File: config.mk
export PLATFORM = sky130hd
export DESIGN_NAME = led_blink_controller
export DESIGN_NICKNAME = d
export VERILOG_FILES = /design/src/sv/lbc_pkg.sv /design/src/sv/led_blink_controller.sv
export SDC_FILE = /design/constraint.sdc
export NUM_CORES = 1
export LEC_CHECK = 0
export CORE_ASPECT_RATIO = 1.25
export CORE_MARGIN = 1.5
export CORE_UTILIZATION = 51
export DETAILED_ROUTE_END_ITERATION = 8
export DONT_BUFFER_PORTS = 1
export PLACE_DENSITY = 0.66
export SETUP_SLACK_MARGIN = 0.05
export SYNTH_ARGS = -nofsm -noshare
export SYNTH_HDL_FRONTEND = slang
export SYNTH_SLANG_ARGS = --single-unit
File: constraint.sdc
create_clock -name i_clk -period 4.5 [get_ports i_clk]
set_input_delay 0.225 -clock i_clk [delete_from_list [all_inputs] [get_ports i_clk]]
set_output_delay 0.225 -clock i_clk [all_outputs]
set_load 0.01 [all_outputs]
File: src/sv/lbc_pkg.sv
package lbc_pkg;

    localparam int TIME_BITS_DEF  = 16;
    localparam int COUNT_BITS_DEF = 16;

    localparam int IN_DATA_BITS   = 56;
    localparam int IN_USER_BITS   = 2;
    localparam int OUT_DATA_BITS  = 24;
    localparam int FIELD_BITS     = 16;

    typedef enum logic [1:0] {
        CMD_TICK   = 2'd0,
        CMD_SET    = 2'd1,
        CMD_TOGGLE = 2'd2,
        CMD_START  = 2'd3
    } t_cmd;

    typedef enum logic {
        STS_OK       = 1'b0,
        STS_REJECTED = 1'b1
    } t_status;

endpackage

File: src/sv/led_blink_controller.sv
// Channel   | Dir | Handshake              | Payload
// ----------+-----+------------------------+-----------------------------------------
// command   | in  | i_s_tvalid/o_s_tready  | tuser: cmd; tdata: level, on, off, total
// result    | out | o_m_tvalid/i_m_tready  | tdata: led_level, blinking, done, status
//
// One request per clock while o_s_tready is high; each result is registered.
// State updates in the accepting cycle, so back-to-back requests chain directly.
// A result register plus one skid entry let the input take a request during output stall.
// Synchronous active-low reset: LED dark, no blinking, counters zero, buffers empty.
module led_blink_controller
    import lbc_pkg::*;
#(
    parameter int TIME_BITS  = TIME_BITS_DEF,
    parameter int COUNT_BITS = COUNT_BITS_DEF
) (
    input  logic                     i_clk,
    input  logic                     i_rst_n,
    input  logic                     i_s_tvalid,
    output logic                     o_s_tready,
    // [0] level, [16:1] on_time, [32:17] off_time, [48:33] repeat_total, [55:49] zero
    input  logic [IN_DATA_BITS-1:0]  i_s_tdata,
    // [1:0] cmd
    input  logic [IN_USER_BITS-1:0]  i_s_tuser,
    output logic                     o_m_tvalid,
    input  logic                     i_m_tready,
    // [0] led_level, [1] blinking, [17:2] blinks_done, [18] status, [23:19] zero
    output logic [OUT_DATA_BITS-1:0] o_m_tdata
);

    typedef struct packed {
        t_status               status;
        logic [FIELD_BITS-1:0] blinks_done;
        logic                  blinking;
        logic                  led_level;
    } t_result;

    localparam int RES_BITS = $bits(t_result);

    logic                  r_led;
    logic                  r_running;
    logic                  r_lit_phase;
    logic [COUNT_BITS-1:0] r_counter;
    logic [TIME_BITS-1:0]  r_ticks_left;
    logic [TIME_BITS-1:0]  r_lit_ticks;
    logic [TIME_BITS-1:0]  r_dark_ticks;
    logic [COUNT_BITS-1:0] r_target;

    logic                  n_led;
    logic                  n_running;
    logic                  n_lit_phase;
    logic [COUNT_BITS-1:0] n_counter;
    logic [TIME_BITS-1:0]  n_ticks_left;
    logic [TIME_BITS-1:0]  n_lit_ticks;
    logic [TIME_BITS-1:0]  n_dark_ticks;
    logic [COUNT_BITS-1:0] n_target;
    t_status               n_status;

    logic                  r_out_valid;
    t_result               r_out;
    logic                  r_sk_valid;
    t_result               r_sk;
    t_result               n_res;

    t_cmd                  cmd;
    logic                  level;
    logic [TIME_BITS-1:0]  on_t;
    logic [TIME_BITS-1:0]  off_t;
    logic [COUNT_BITS-1:0] total;
    logic [COUNT_BITS-1:0] cnt_inc;
    logic                  accept;
    logic                  out_free;

    assign cmd     = t_cmd'(i_s_tuser[1:0]);
    assign level   = i_s_tdata[0];
    assign on_t    = TIME_BITS'(i_s_tdata[16:1]);
    assign off_t   = TIME_BITS'(i_s_tdata[32:17]);
    assign total   = COUNT_BITS'(i_s_tdata[48:33]);
    assign cnt_inc = r_counter + COUNT_BITS'(1);

    assign o_s_tready = !r_sk_valid;
    assign accept     = i_s_tvalid && o_s_tready;
    assign out_free   = !r_out_valid || i_m_tready;

    always_comb begin
        n_led        = r_led;
        n_running    = r_running;
        n_lit_phase  = r_lit_phase;
        n_counter    = r_counter;
        n_ticks_left = r_ticks_left;
        n_lit_ticks  = r_lit_ticks;
        n_dark_ticks = r_dark_ticks;
        n_target     = r_target;
        n_status     = STS_OK;
        case (cmd)
            CMD_TICK: begin
                if (r_running) begin
                    if (r_ticks_left <= TIME_BITS'(1)) begin
                        if (r_lit_phase) begin
                            n_led       = 1'b0;
                            n_lit_phase = 1'b0;
                            n_counter   = cnt_inc;
                            if (r_target != '0 && cnt_inc >= r_target) begin
                                n_running    = 1'b0;
                                n_ticks_left = '0;
                            end else begin
                                n_ticks_left = r_dark_ticks;
                            end
                        end else begin
                            n_led        = 1'b1;
                            n_lit_phase  = 1'b1;
                            n_ticks_left = r_lit_ticks;
                        end
                    end else begin
                        n_ticks_left = r_ticks_left - TIME_BITS'(1);
                    end
                end
            end
            CMD_SET: begin
                n_led = level;
            end
            CMD_TOGGLE: begin
                n_led = !r_led;
            end
            CMD_START: begin
                if (on_t == '0 || off_t == '0) begin
                    n_status = STS_REJECTED;
                end else begin
                    n_lit_ticks  = on_t;
                    n_dark_ticks = off_t;
                    n_target     = total;
                    n_counter    = '0;
                    n_running    = 1'b1;
                    n_led        = 1'b1;
                    n_lit_phase  = 1'b1;
                    n_ticks_left = on_t;
                end
            end
            default: begin
                n_status = STS_OK;
            end
        endcase
        n_res.status      = n_status;
        n_res.blinks_done = FIELD_BITS'(n_counter);
        n_res.blinking    = n_running;
        n_res.led_level   = n_led;
    end

    always_ff @(posedge i_clk) begin
        if (!i_rst_n) begin
            r_led        <= 1'b0;
            r_running    <= 1'b0;
            r_lit_phase  <= 1'b0;
            r_counter    <= '0;
            r_ticks_left <= '0;
            r_lit_ticks  <= '0;
            r_dark_ticks <= '0;
            r_target     <= '0;
            r_out_valid  <= 1'b0;
            r_sk_valid   <= 1'b0;
        end else begin
            if (accept) begin
                r_led        <= n_led;
                r_running    <= n_running;
                r_lit_phase  <= n_lit_phase;
                r_counter    <= n_counter;
                r_ticks_left <= n_ticks_left;
                r_lit_ticks  <= n_lit_ticks;
                r_dark_ticks <= n_dark_ticks;
                r_target     <= n_target;
            end
            if (out_free) begin
                if (r_sk_valid) begin
                    r_out      <= r_sk;
                    r_sk_valid <= 1'b0;
                end else begin
                    r_out_valid <= accept;
                    if (accept) begin
                        r_out <= n_res;
                    end
                end
            end else if (accept) begin
                r_sk       <= n_res;
                r_sk_valid <= 1'b1;
            end
        end
    end

    assign o_m_tvalid = r_out_valid;
    assign o_m_tdata  = {{(OUT_DATA_BITS - RES_BITS){1'b0}}, r_out};

`ifndef SYNTHESIS
    a_skid_behind_out: assert property (@(posedge i_clk) disable iff (!i_rst_n)
        r_sk_valid |-> r_out_valid)
        else $error("skid entry held with empty result register");

    a_phase_times: assert property (@(posedge i_clk) disable iff (!i_rst_n)
        r_running |-> (r_lit_ticks != '0 && r_dark_ticks != '0))
        else $error("blinking with a zero phase time");

    a_ticks_live: assert property (@(posedge i_clk) disable iff (!i_rst_n)
        r_running |-> r_ticks_left != '0)
        else $error("blinking with no ticks left in phase");

    a_count_bound: assert property (@(posedge i_clk) disable iff (!i_rst_n)
        (r_running && r_target != '0) |-> r_counter < r_target)
        else $error("blink count reached target while still blinking");
`endif

endmodule

==> key figures, run 1 <==
Global routing
  – Met2 usage: 0.486
  – Total grt overflow: 0
  – GRT busiest layer: met2
  – Vias in the first global route: 5784
  – Initial antenna violation count: 0
  – Gr usage total: 0.270
  – Largest net degree at the start of global routing: 63
  – First-pass GRT wire length: 28.6 mm
  – Met1 usage: 0.299
  – Global Route met3 Usage: 0.0519

Job
  – Max Cap Viol: 0

Clock network
  – Hold buffers post-CTS: 51
  – Postcts setup bufs: 0
  – Clk slew on worst S/H paths: roughly 60 ps
  – Resized Gates After CTS: 0
  – CTS Sinks: 123
  – H-tree lvl count: 4
  – Clock root buffer: clkbuf_16
  – Num CTS Buffers: 17
  – Worst-Skew Late Latency: 410 ps
  – Clk buf depth: 2
  – CTS tree: done

STA
  – Setup Skew: between 8 and 9 ps
  – Relative slew slack: 0.240
  – Setup TNS Final: 0 ps
  – Fmax: 246 MHz
  – Setup violators final: 0
  – Unrepaired setup endpoints after global routing: false
  – Fin. Hold Viols: 0
  – Fin crit share: 0.902
  – Hold slack: ~21 ps
  – Worst slew pin tran: approximately 1100 ps
  – Final Max Slew Viols: 0
  – Final min period: just over 4000 ps

Worst setup path
  – Crit path arrival time: 4340 ps
  – Reg2reg setup slack: 440 ps
  – Startpoint Class: flip-flop
  – Worst path cell trace: ha_1, and3_1, nand3_1, nor3_1, xor2_1, ha_1, a21oi_1, a21boi_0, nor4_1, a31oi_1, buf_4, and4b_1, o32ai_1, mux2_2
  – R2r worst-path depth: 14
  – Cell with the most instances on the worst path: ha_1
  – Worst Path Required: ~4800 ps
  – Max incr delay on CP: between 400 and 500 ps
  – Worst Setup Path Type: flip-flop to flip-flop
  – CP max stage cell: o32ai_1
  – Crit end category: flip-flop
  – Max Fanout on Critical Path: 12

Yosys
  – Largest family of logic cells by synthesized area: simple AND/OR/NAND/NOR gates
  – Synth area leaders: dfxtp_1 (26%), edfxtp_1 (17%), nand2_1 (9.3%)
  – Mux share of post-synthesis cell area: 0.0323
  – Synth Cell Area: approximately 6600 um^2
  – Yosys reg bits: 123
  – Async S/R FF share, synth: 0
  – Post-Syn Instances: 795
  – Synth area leader: dfxtp_1
  – Most used DFF post-synth: dfxtp_1
  – Post-synthesis compound-gate area fraction: 0.186
  – Post-Synth Simple-Gate Area: 0.222
  – Share of the synthesized area in the top cell type: 0.260
  – Adder-Cell Fraction of Synth Area: 0.0439
  – Post-synthesis sequential area ratio: 0.434
  – XOR/XNOR share of the synthesized area: 0.0294
  – Netlist cell types: 64
  – Yosys warnings: 0
  – Post-synth EDFFs: 38
  – Mean post-synth cell area: 8.24 um^2

Floorplan
  – # rows: 46
  – Die H: roughly 130 um
  – I/O pins: 88
  – Initial Util: 0.520
  – Core box area: 12600 um^2
  – Die Wd: 104 um
  – Die Area: 13500 um^2

Power and ir drop
  – Tot Pwr: approximately 3 mW
  – Peak VDD IR: 0.244 mV
  – Static Leakage: 2.90 nW
  – Power per cell area: ~390 nW/um^2

Outcome
  – Status: finished clean

Detailed routing
  – Number of vias per cell: 5.86
  – Drt pass-1 iters: 5
  – Via Count: ~5900
  – DRC viols: 0
  – Final antenna-violating net count: 0
  – DRT iter0 DRCs: 295
  – WL final: 17.8 mm
  – Routed len/inst: 17.7 um

Final layout
  – Total Nets Final: 911
  – Commonest non-fill, non-tap cell in the layout: nand2_1
  – Ant. Diodes: 0
  – Area grow syn2layout: 18.3%
  – Commonest non-fill, non-tap cells in the layout: nand2_1 (162), a21oi_1 (90), dfxtp_1 (85)
  – Share of layout cells above drive strength 1: 0.0822

Place
  – Dpl hpwl: 12.0 mm
  – Input/output buffers: 0
  – GPL Wtd Cong: 0.925

Worst hold path
  – Worst hold stages: 2
  – Hold Path Class: input pin to flip-flop
## stage by stage
step                      cells  area (um^2)   util  worst slack [ps]
after floorplan             799         6570      -              1080
after global placement      924         6640  0.527               570
after detailed placement    924         6640  0.527               475
after global routing       1007         7750  0.615               135
after CTS                  1007         7750  0.615               441
final                      1007         7750  0.615               440
## cells in the mapped netlist, types with 5 or more instances
cell	n
and3_1	11
nor3_1	13
mux2_2	17
nand2_1	162
xor2_1	11
o21ai_0	32
inv_1	31
a21o_1	7
nand4_1	11
buf_4	5
xnor2_1	11
nor4_1	17
nand2b_1	9
a211oi_1	7
ha_1	23
a21oi_1	90
a31oi_1	15
a22oi_1	6
clkbuf_1	43
nor2_1	51
o21ai_1	11
dfxtp_1	85
edfxtp_1	38
nand3_1	16
o22ai_1	6
## flip-flops by register name, indices dropped and copies added (netlist names)
| signal | flops |
|---|---|
| o_m_tdata | 19 |
| o_m_tvalid | 1 |
| r_counter | 16 |
| r_dark_ticks | 16 |
| r_led | 1 |
| r_lit_phase | 1 |
| r_lit_ticks | 16 |
| r_running | 1 |
| r_sk | 19 |
| r_sk_valid | 1 |
| r_target | 16 |
| r_ticks_left | 16 |
## worst max-delay path: cells and delay by family, from the launching register on
kind            cells  cell delay, ps
compound gates      4             810
xor+xnor            1             340
fa+ha+maj           2             620
buf+inv             1             200
flops               1             430
mux                 1             250
simple gates        5            1280
## worst paths after layout
path                   startpoint               end
setup / recovery     r_counter[0]      o_m_tdata[1]
hold / removal      i_s_tdata[11]  r_ticks_left[10]
setup reg to reg     r_counter[0]      o_m_tdata[1]
hold reg to reg   r_lit_ticks[14]   r_lit_ticks[14]
## area by class of cell
cell class / instances / area [um^2]
tap: 168 / 210
clock inverter: 10 / 111
fill: 1079 / 4850
sequential: 123 / 2840
inverter: 32 / 120
timing repair buffer: 61 / 586
clock buffer: 22 / 488
multi-input combinational: 591 / 3390
## report_power, final
part / total [mW] / switching (mW) / internal (mW)
logic: 0.413 / 0.246 / 0.167
registers: 1.22 / 0.0419 / 1.18
clock network: 1.37 / 0.495 / 0.879
total: 3.01 / 0.782 / 2.23
## metal layers
layer,share of wire,up-vias
li1,-,2885
met1,0.40,2764
met2,0.51,215
met3,0.052,42
met4,0.042,0
met5,0,-
## logic make-up (layout without fill, tap and decap cells)
logic type      count (synthesis)  in the layout
simple gates                  317            317
compound gates                205            205
flops                         123            123
buf+inv                        85            125
fa+ha+maj                      23             23
xor+xnor                       22             22
mux                            19             19
other cells                     1              5
Note: power is estimated with default switching activity, not from simulation.
==> run 2, diff against run 1 <==
--- a/config.mk
+++ b/config.mk
@@ -5,12 +5,12 @@
 export SDC_FILE = /design/constraint.sdc
 export NUM_CORES = 1
 export LEC_CHECK = 0
+export BUFFER_PORTS_ARGS = -buffer_cell sky130_fd_sc_hd__buf_2
 export CORE_ASPECT_RATIO = 1.25
 export CORE_MARGIN = 1.5
 export CORE_UTILIZATION = 51
 export DETAILED_ROUTE_END_ITERATION = 8
-export DONT_BUFFER_PORTS = 1
-export PLACE_DENSITY = 0.66
+export PLACE_DENSITY = 0.72
 export SETUP_SLACK_MARGIN = 0.05
 export SYNTH_ARGS = -nofsm -noshare
 export SYNTH_HDL_FRONTEND = slang
==> constraint.sdc (replaced) <==
create_clock -name i_clk -period 4 [get_ports i_clk]
set_input_delay 0.2 -clock i_clk [delete_from_list [all_inputs] [get_ports i_clk]]
set_output_delay 0.2 -clock i_clk [all_outputs]
set_load 0.01 [all_outputs]
==> key figures, run 2 (synthesized netlist as in run 1, its figures left out) <==
Outcome
  – Status: finished clean

Clock network
  – Num CTS Buffers: 17 (unchanged)
  – CTS tree: done
  – Clock root buffer: clkbuf_16
  – Clk slew on worst S/H paths: 50 ps (about the same)
  – Worst-Skew Late Latency: 420 ps (about the same)
  – H-tree lvl count: 4 (unchanged)
  – CTS Sinks: 123 (unchanged)
  – Clk buf depth: 2 (unchanged)

Detailed routing
  – Via Count: 6057 (+2.6%)
  – DRT iter0 DRCs: 391 (+33%)
  – Final antenna-violating net count: 0 (unchanged)
  – Drt pass-1 iters: 5 (unchanged)
  – WL final: 17.4 mm (-2.2%)
  – DRC viols: 0 (unchanged)
  – Routed len/inst: 16.8 um (-5.3%)
  – Number of vias per cell: 5.82 (-0.70%)

Final layout
  – FF/Latch Area: 2840 um^2 (unchanged)
  – Commonest non-fill, non-tap cells in the layout: nand2_1 (162), a21oi_1 (90), dfxtp_1 (85)
  – Final Non-Filler Cells: 1040 (+3.3%)
  – Area grow syn2layout: 18.3% (unchanged)
  – Total Nets Final: 944 (+3.6%)
  – # fillers: 1095 (+1.5%)
  – Ant. Diodes: 0 (unchanged)
  – Cell area after layout: 7750 um^2 (unchanged)
  – Multi-input gate area: 3420 um^2 (+0.70%)
  – Share of layout cells above drive strength 1: 0.179 (+0.0967)
  – Commonest non-fill, non-tap cell in the layout: nand2_1

STA
  – Unrepaired setup endpoints after global routing: true
  – Setup Skew: 4.04 ps (-4.00 ps)
  – Hold slack: 18.1 ps (-2.90 ps)
  – Setup violators final: 0 (unchanged)
  – Fmax: 265 MHz (+7.8%)
  – Relative slew slack: 0.399 (+0.159)
  – Fin crit share: 0.942 (+0.0394)
  – Worst slew pin tran: 892 ps (-248 ps)
  – Final min period: 3770 ps (-293 ps)
  – Fin. Hold Viols: 0 (unchanged)
  – Final Max Slew Viols: 0 (unchanged)

Worst setup path
  – Worst Path Required: 4290 ps (-490 ps)
  – Worst Setup Path Type: flip-flop to flip-flop
  – Crit end category: flip-flop
  – Startpoint Class: flip-flop
  – Crit path arrival time: 4050 ps (-290 ps)
  – Max Fanout on Critical Path: 7 (-5)

Floorplan
  – Die Wd: 104 um (unchanged)
  – I/O pins: 88 (unchanged)
  – Die Area: 13500 um^2 (unchanged)
  – # rows: 46 (unchanged)
  – Initial Util: 0.520 (unchanged)
  – Die H: 130 um (unchanged)
  – Core box area: 12600 um^2 (unchanged)

Power and ir drop
  – Power per cell area: 454 nW/um^2 (+17%)
  – Clock Power Share: 0.474 (+0.018)
  – Switching share of power: 0.253 (-0.00636)
  – Logic pwr share: 0.138 (about the same)
  – Static Leakage: 3.03 nW (+4.3%)
  – P_int: 2.63 mW (+18%)
  – Register share of total power: 0.388 (-0.019)
  – Peak VDD IR: 0.269 mV (+10%)
  – Psw: 892 uW (+14%)

Global routing
  – Largest net degree at the start of global routing: 49 (-22%)
  – Gr usage total: 0.265 (-0.00438)
  – Total grt overflow: 0 (unchanged)
  – Vias in the first global route: 5706 (-1.3%)
  – First-pass GRT wire length: 28.3 mm (-0.92%)
  – Initial antenna violation count: 0 (unchanged)

Worst hold path
  – Hold Path Class: input pin to flip-flop

Place
  – Dpl cells: 1006 (+8.9%)
  – Dpl hpwl: 12.4 mm (+3.4%)
  – Input/output buffers: 75 (+75)
  – Post-detailed-placement cell area: 7070 um^2 (+6.4%)
  – GPL Wtd Cong: 0.941 (+1.8%)

Job
  – Max Cap Viol: 0 (unchanged)
[run 2: cell count changes in the layout (fill, tap and decap cells not counted), moves of 2 or more]
cell / previous run / this run
buf_2: 0 / 75
dlygate4sd3_1: 51 / 1
buf_4: 10 / 18
bufinv_16: 2 / 5
clkbuf_8: 4 / 1
inv_4: 3 / 0
clkinvlp_4: 0 / 2
[run 2: worst paths after layout]
| path | endpoint | slack [ps] | start | cells past startpoint |
|---|---|---|---|---|
| setup / recovery | o_m_tdata[1] | 230 | r_counter[0] | 13 |
| setup reg to reg | o_m_tdata[1] | 230 | r_counter[0] | 13 |
| hold / removal | r_target[0] | 20 | i_s_tdata[33] | 3 |
| hold reg to reg | r_dark_ticks[0] | 450 | r_dark_ticks[0] | 2 |
[run 2: final cells by class]
| cell class | count | share of cell area |
|---|---|---|
| multi-input combinational | 591 | 0.441 |
| sequential | 123 | 0.367 |
| timing repair buffer | 94 | 0.0672 |
| clock buffer | 19 | 0.0571 |
| tap | 168 | 0.0271 |
| clock inverter | 13 | 0.0255 |
| inverter | 32 | 0.0155 |
[run 2: metal layers]
layer / vias up / track usage / part of all wire
met2: 277 / 0.454 / 0.49
met3: 52 / 0.0589 / 0.068
met1: 2797 / 0.313 / 0.40
met5: - / 0 / 0
li1: 2931 / - / -
met4: 0 / 0.144 / 0.040
[run 2: what timing repair did]
| action | CTS | global route |
|---|---|---|
| hold buffers | 1 | 0 |
| endpoints found under the setup margin | 0 | 19 |
| gates resized for setup | 0 | 6 |
| setup buffers | 0 | 1 |
| hold endpoints to repair | 1 | 0 |
[run 2: power groups by stage]
stage | sequential [mW] | combinational [mW] | clock, mW
5_1_grt | 1.37 | 0.538 | 1.74
3_3_place_gp | 1.39 | 0.464 | 0
6_report | 1.37 | 0.487 | 1.67
2_1_floorplan | 1.39 | 0.335 | 0
3_5_place_dp | 1.39 | 0.472 | 0
4_1_cts | 1.36 | 0.477 | 1.69
[run 2: worst max-delay path, stage by stage, from the launching register on]
cell and delay, ps:
dfxtp_1 440, ha_2 280, and3_2 290, nand3_1 140, nor3_1 270, xor2_1 250
ha_1 300, a21oi_1 150, a21boi_0 100, nor4_1 340, a31oi_2 190, and4b_1 220
o32ai_1 420, mux2_2 260
[run 2: per-stage QoR]
stage / utilization / power, mW / worst slack (ps) / setup TNS (ps)
2_1_floorplan: - / 1.72 / 582 / 0
3_3_place_gp: 0.561 / 1.85 / 226 / 0
3_5_place_dp: 0.561 / 1.86 / 94.5 / 0
4_1_cts: 0.612 / 3.53 / 72.6 / 0
5_1_grt: 0.615 / 3.65 / -48.0 / -68.6
6_report: 0.615 / 3.52 / 233 / 0
